[src/fhst_pkg.sv]
package fhst_pkg;

    localparam int unsigned DEFAULT_TABLE_DEPTH = 4096;
    localparam int unsigned DEFAULT_VALUE_WIDTH = 32;

    localparam int unsigned HASH_W  = 64;
    localparam int unsigned BYTE_W  = 8;
    localparam int unsigned SLOT_W  = 12;
    localparam int unsigned DATA_W  = 32;

    localparam logic [HASH_W-1:0] FNV_BASIS = 64'hCBF2_9CE4_8422_2325;

    typedef enum logic [0:0] {
        OP_READ   = 1'b0,
        OP_INSERT = 1'b1
    } op_t;

    typedef struct packed {
        op_t               operation;
        logic [BYTE_W-1:0] key_byte;
        logic              key_last;
        logic [DATA_W-1:0] insert_value;
    } in_word_t;

    typedef struct packed {
        logic [HASH_W-1:0] key_hash;
        logic [SLOT_W-1:0] slot_index;
        logic [DATA_W-1:0] read_value;
        logic              found;
    } out_word_t;

    typedef struct packed {
        logic lookup;
        logic insert;
    } slot_cmd_t;

    // Multiply by the FNV prime 2^40 + 2^8 + 0xB3, modulo 2^64, as shifts and adds.
    function automatic logic [HASH_W-1:0] fnv_mul(input logic [HASH_W-1:0] x);
        fnv_mul = x + (x << 1) + (x << 4) + (x << 5) + (x << 7) + (x << 8) + (x << 40);
    endfunction

endpackage

[src/fhst_hash_unit.sv]
module fhst_hash_unit (
    input  logic                         aclk,
    input  logic                         aresetn,
    input  logic                         accept,
    input  logic [fhst_pkg::BYTE_W-1:0]  key_byte,
    input  logic                         key_last,
    output logic [fhst_pkg::HASH_W-1:0]  hash_out
);
    import fhst_pkg::*;

    logic [HASH_W-1:0] running_hash_reg;
    logic [HASH_W-1:0] running_hash_next;

    assign hash_out = fnv_mul(running_hash_reg ^ {{(HASH_W-BYTE_W){1'b0}}, key_byte});

    always_comb begin
        running_hash_next = running_hash_reg;
        if (accept) begin
            running_hash_next = key_last ? FNV_BASIS : hash_out;
        end
    end

    always_ff @(posedge aclk) begin
        if (!aresetn) begin
            running_hash_reg <= FNV_BASIS;
        end else begin
            running_hash_reg <= running_hash_next;
        end
    end

endmodule

[config.mk]
export PLATFORM = sky130hd
export DESIGN_NAME = fhst_hash_unit
export DESIGN_NICKNAME = d
export VERILOG_FILES = /design/src/fhst_pkg.sv /design/src/fhst_hash_unit.sv
export SDC_FILE = /design/constraint.sdc
export NUM_CORES = 1
export LEC_CHECK = 0
export ABC_CLOCK_PERIOD_IN_PS = 5900
export BUFFER_PORTS_ARGS = -buffer_cell sky130_fd_sc_hd__buf_2
export CELL_PAD_IN_SITES_DETAIL_PLACEMENT = 2
export CELL_PAD_IN_SITES_GLOBAL_PLACEMENT = 2
export CORE_MARGIN = 1.5
export CORE_UTILIZATION = 28
export DETAILED_ROUTE_END_ITERATION = 6
export PLACE_DENSITY = 0.73
export SLEW_MARGIN = 20
export SYNTH_ARGS = -nofsm -noshare
export SYNTH_HDL_FRONTEND = slang
export SYNTH_SLANG_ARGS = --single-unit
[constraint.sdc]
create_clock -name aclk -period 5.9 [get_ports aclk]
set_input_delay 0.885 -clock aclk [delete_from_list [all_inputs] [get_ports aclk]]
set_output_delay 0.885 -clock aclk [all_outputs]
set_load 0.01 [all_outputs]
# Yosys cells after proc, flatten, opt, wreduce, memory -nomap -nowiden
# Cells that the tools add are included.
dict set report word_totals {
  ff_bits 64
  in_bits 12
  output_inout_bits 64
  word_cells 9
}
dict set report classes {
  add_sub_neg 6
  n_mux 1
  bitwise 1
}
# operator n
set ops {}
lappend ops {{adder 64 bit} 6}
lappend ops {{2-to-1 mux 64 bit} 1}
lappend ops {{bitwise XOR 64 x 8 -> 64 bit} 1}

# Depth between registers and ports, before layout
dict set report logic_depth {
  ltp_word 8
  depth_mapped 21
  ltp_nobuf 21
}

# Worst setup path after synthesis
# No wires, ideal clock.
dict set report synth_path {
  path_type {input to output}
  from {input key_byte[4] in the netlist's numbering}
  to {output hash_out[62] in the netlist's numbering}
  arrival_ns 5.525
  t_required_ns 5.015
  slack_ns -0.510
  path_stages 18
  path_buffers 0
  cell_sequence {xor2_1 inv_1 fa_1 inv_1 fa_1 fa_1 ha_1 ha_1 a21oi_1 nand2b_1 o21ai_1 nor4b_2 o31a_2 o21ai_2 a31o_4 a21o_1 a21oi_1 xnor2_1}
}
dict set report synth_between {
  elab_chain_cells 7
}
# element line_no
set synth_rtl {}
lappend synth_rtl {{from (decl)} fhst_hash_unit.sv:5} ;# input logic [fhst_pkg::BYTE_W-1:0] key_byte,
lappend synth_rtl {{bitwise XOR 64 x 8 -> 64 bit (*)} fhst_hash_unit.sv:14} ;# assign hash_out = fnv_mul(running_hash_reg ^ {{(HASH_W-BYTE_W){1'b0}}, key_byte});
lappend synth_rtl {{adder 64 bit (5 in series)} fhst_pkg.sv:39} ;# fnv_mul = x + (x << 1) + (x << 4) + (x << 5) + (x << 7) + (x << 8) + (x << 40);
lappend synth_rtl {{adder 64 bit (*)} fhst_pkg.sv:39}
lappend synth_rtl {{to (decl)} fhst_hash_unit.sv:7} ;# output logic [fhst_pkg::HASH_W-1:0] hash_out
# Every way passes the cells marked *; elsewhere a longest branch is shown, timed or not.

# Final worst setup path
dict set report layout_path {
  from {register running_hash_reg[23]}
  to {output hash_out[62] in the netlist's numbering}
}
dict set report layout_between {
  elab_chain_cells 7
}
# element line_no
set layout_rtl {}
lappend layout_rtl {{from (decl)} fhst_hash_unit.sv:11} ;# logic [HASH_W-1:0] running_hash_reg;
lappend layout_rtl {{from (signal assigned)} fhst_hash_unit.sv:27} ;# running_hash_reg <= running_hash_next;
lappend layout_rtl {{bitwise XOR 64 x 8 -> 64 bit (*)} fhst_hash_unit.sv:14}
lappend layout_rtl {{adder 64 bit (4 in series)} fhst_pkg.sv:39}
lappend layout_rtl {{adder 64 bit (*) (2 in series)} fhst_pkg.sv:39}
# Marked as above.

==> results by group <==
Clock tree
  – CTS Buffer Depth: 2
  – Sink Count: 64
  – Clock-pin transition on the worst setup and hold timing paths: 0.07 ns
  – CTS tree: built
  – Num CTS Buffers: 9
  – Worst skew pair latency: 0.42 ns
  – Root Buffer: clkbuf_16
  – H-tree levels: 3

STA
  – Slew @ Worst Pin: 0.892 ns
  – Final Hold Fails: 0
  – Setup repair after global routing missed its margin: true
  – Setup slack after layout: -1.28 ns
  – Fmax: 139 MHz
  – Fin crit period: 7.18 ns
  – Relative slew slack: 40.5%
  – Finish-stage setup viols: 69
  – Fin Clk Skew: 0.0193 ns
  – Period utilisation layout: 122%
  – Slew Limit Fails: 0

Synth
  – Area fraction in compound gates after synthesis: 13.6%
  – Main combinational cell family by area after synthesis: adder cells
  – Number of synthesized flops with an enable pin: 0
  – Syn Std Cell Area: 12,800 sq um
  – Cell count after synthesis: 1,405
  – Syn_area_per_cell: 9.12 sq um
  – Synth Area in Simple Gates: 8.73%
  – Count leader, synth: inv_1
  – Netlist cell types: 75
  – XOR/XNOR Fraction of Synth Area: 5.65%
  – Synth top area cells: fa_1 38%, inv_1 12%, ha_1 11%, dfxtp_1 10%, xnor2_1 3.6%
  – Async SR Flop Fraction: 0%
  – Cell taking the most area after synthesis: fa_1
  – Main synth FF type: dfxtp_1
  – Commonest cells post-synth: 397 x inv_1, 245 x fa_1, 110 x ha_1
  – Sequential cell area fraction in the yosys report: 10.0%
  – Syn Nets: 1,772
  – Post-synthesis mux area share: 0.0781%
  – Post-synthesis adder-cell area fraction: 49.0%
  – Share of the synthesized area in the top cell type: 38.3%
  – Synth Register Bits: 64
  – Yosys warns: 0

Worst setup path
  – CP Depth: 22
  – CP Cell Sequence: clkinvlp_4, buf_12, buf_4, fa_1, inv_1, fa_1, inv_1, fa_1, inv_1, ha_1, ha_1, a21oi_1, o21ai_1, a21oi_1, nor3_1, nor3_2, o21ai_4, a31o_4, a21o_1, a21oi_2, xnor2_1, buf_2
  – Crit path capture type: output pin
  – Register-to-Register Path Depth: 25
  – WP data arrival: 6.30 ns
  – Crit start category: register
  – Slowest-stage cell, CP: fa_1
  – Worst path bufs/invs: 7
  – CP required: 5.02 ns
  – Crit-path max cell delay: 0.61 ns
  – Cell family with most CP delay: adder cells
  – WS Path Type: reg -> out
  – Crit Path Max Fanout: 5

Detailed routing
  – Vias: 13,200
  – Vias per cell: 5.37
  – WL final: 80,100 microns
  – DR pass1 iterations: 5
  – Initial drt markers: 721
  – Post-route ant nets: 0
  – WL/cell: 32.6 microns
  – Post-route DRC: 0

Floorplanning
  – Die area: 47,100 sq um
  – Initial core utilization: 28.3%
  – Core Region: 45,300 sq um
  – Boundary pin count: 76
  – Die height: 217 microns
  – Row count: 78
  – Die width: 217 microns

Global route
  – GRT overflow: 0
  – Largest net degree at the start of global routing: 46
  – First-pass GRT wire length: 101,000 microns
  – Vias in the first global route: 15,400
  – GRT Total Usage: 29.3%
  – Initial antenna violation count: 0

Placement
  – Port buffer count: 75
  – Placed insts: 2,348
  – DPL Wire Length: 44,900 microns
  – Final RePlAce weighted congestion: 0.877

Layout
  – P&R area growth vs syn: 53.0%
  – Ant. Diodes: 0
  – Fillers: 4,740
  – Final core occ: 43.3%
  – Nets: 2,224
  – Final cell count without fillers: 2,462
  – Layout cells sized above 1: 40.9%
  – Largest register FFs: 64

Run status
  – Failing checks: setup timing
  – Outcome: finished with violations

Hold path
  – Worst Hold Class: reg -> reg
  – Hold Path Depth: 1

Run
  – MaxCap Viol Count: 0
-- logic make-up (layout without fill, tap and decap cells) --
kind of cell               Yosys count  after routing
AOI/OAI and AO/OA                  247            247
xor gates and xnor gates            81             81
adders and majority gates          355            355
buffers and inverters              436            893
DFF                                 64             64
muxes                                1              1
and+or+nand+nor                    221            221
-- area by class of cell --
cell class | instances | area (sq um) | share of cell area, %
timing repair buffer | 480 | 3890 | 19.9
clock buffer | 11 | 243 | 1.24
sequential | 64 | 1290 | 6.57
tap | 600 | 751 | 3.83
inverter | 397 | 1510 | 7.71
multi-input combinational | 905 | 11800 | 60.4
clock inverter | 5 | 80.1 | 0.408
-- worst register-to-register path: stages (launching register included) --
cell and delay, ns:
dfxtp_2 0.35, clkinvlp_4 0.14, buf_12 0.18, buf_4 0.15, fa_1 0.61, inv_1 0.11, fa_1 0.56, inv_1 0.11
fa_1 0.52, inv_1 0.07, ha_1 0.30, ha_1 0.37, a21oi_1 0.25, o21ai_1 0.17, a21oi_1 0.28, nor3_1 0.12
nor3_2 0.40, o21ai_4 0.18, buf_6 0.17, a21oi_4 0.16, o21ai_2 0.09, xor2_2 0.18, buf_4 0.15, buf_4 0.12
buf_4 0.12, a22o_1 0.20
-- repair_timing --
item                                    in CTS  in global routing
hold endpoints to repair                     0                  0
pin swaps                                   92                 82
hold buffers                                 0                  0
buffers inserted                            61                 53
resized for setup                          222                165
endpoints found under the setup margin      53                 61
-- per-layer routing --
metal / global-route usage, % / up-vias / share of wire [%]
li1: - / 5235 / -
met1: 29.6 / 6863 / 33
met2: 54.7 / 663 / 51
met3: 5.20 / 470 / 5.3
met4: 20.1 / 0 / 11
met5: 0 / - / 0
-- cells in the final DEF (no fill, tap or decap), types with 6 or more instances in the layout --
master        n
a21oi_2      10
a21o_1       37
nor2_1       29
xnor2_2      22
o21ai_0      24
inv_1       367
nor2b_1      19
nand3_1       9
o21bai_1      8
nand2_4       7
nand4_1      14
inv_2        23
clkbuf_16     9
o21ai_2      12
and2_1       13
ha_1         64
dfxtp_1      58
a21oi_4       9
xor2_2       12
nand2b_1      7
ha_4         42
nand2_1      66
and3_1        6
a31oi_4       6
xnor2_1      23
fa_2         12
a21oi_1      39
buf_2        46
buf_4       353
buf_6        67
o22ai_1      16
clkinvlp_4    6
xnor2_4       9
xor2_4       10
a2bb2oi_1    14
buf_12       10
fa_1        233
dfxtp_2       6
-- stage by stage --
stage	area [sq um]	TNS [ns]	hold slack, ns	worst slack [ns]
global placement	16400	-22.83	0.464	-0.798
finish	19600	-42.46	0.488	-1.28
detailed placement	16400	-45.06	0.475	-1.17
global route	19600	-47.86	0.516	-1.34
CTS	18400	-16.27	0.494	-0.607
floorplan	13100	-0.0344	0.442	-0.0344
-- final timing paths --
check	slack (ns)	startpoint	end
setup / recovery	-1.28	running_hash_reg[23]	hash_out[62]
hold / removal	0.49	running_hash_reg[63]	running_hash_reg[63]
setup reg to reg	-0.29	running_hash_reg[23]	running_hash_reg[50]
hold reg to reg	0.49	running_hash_reg[63]	running_hash_reg[63]
Power is left out: the tool's default activity adds up to more than one toggle a clock period on the data nets, which glitch-free logic cannot reach.
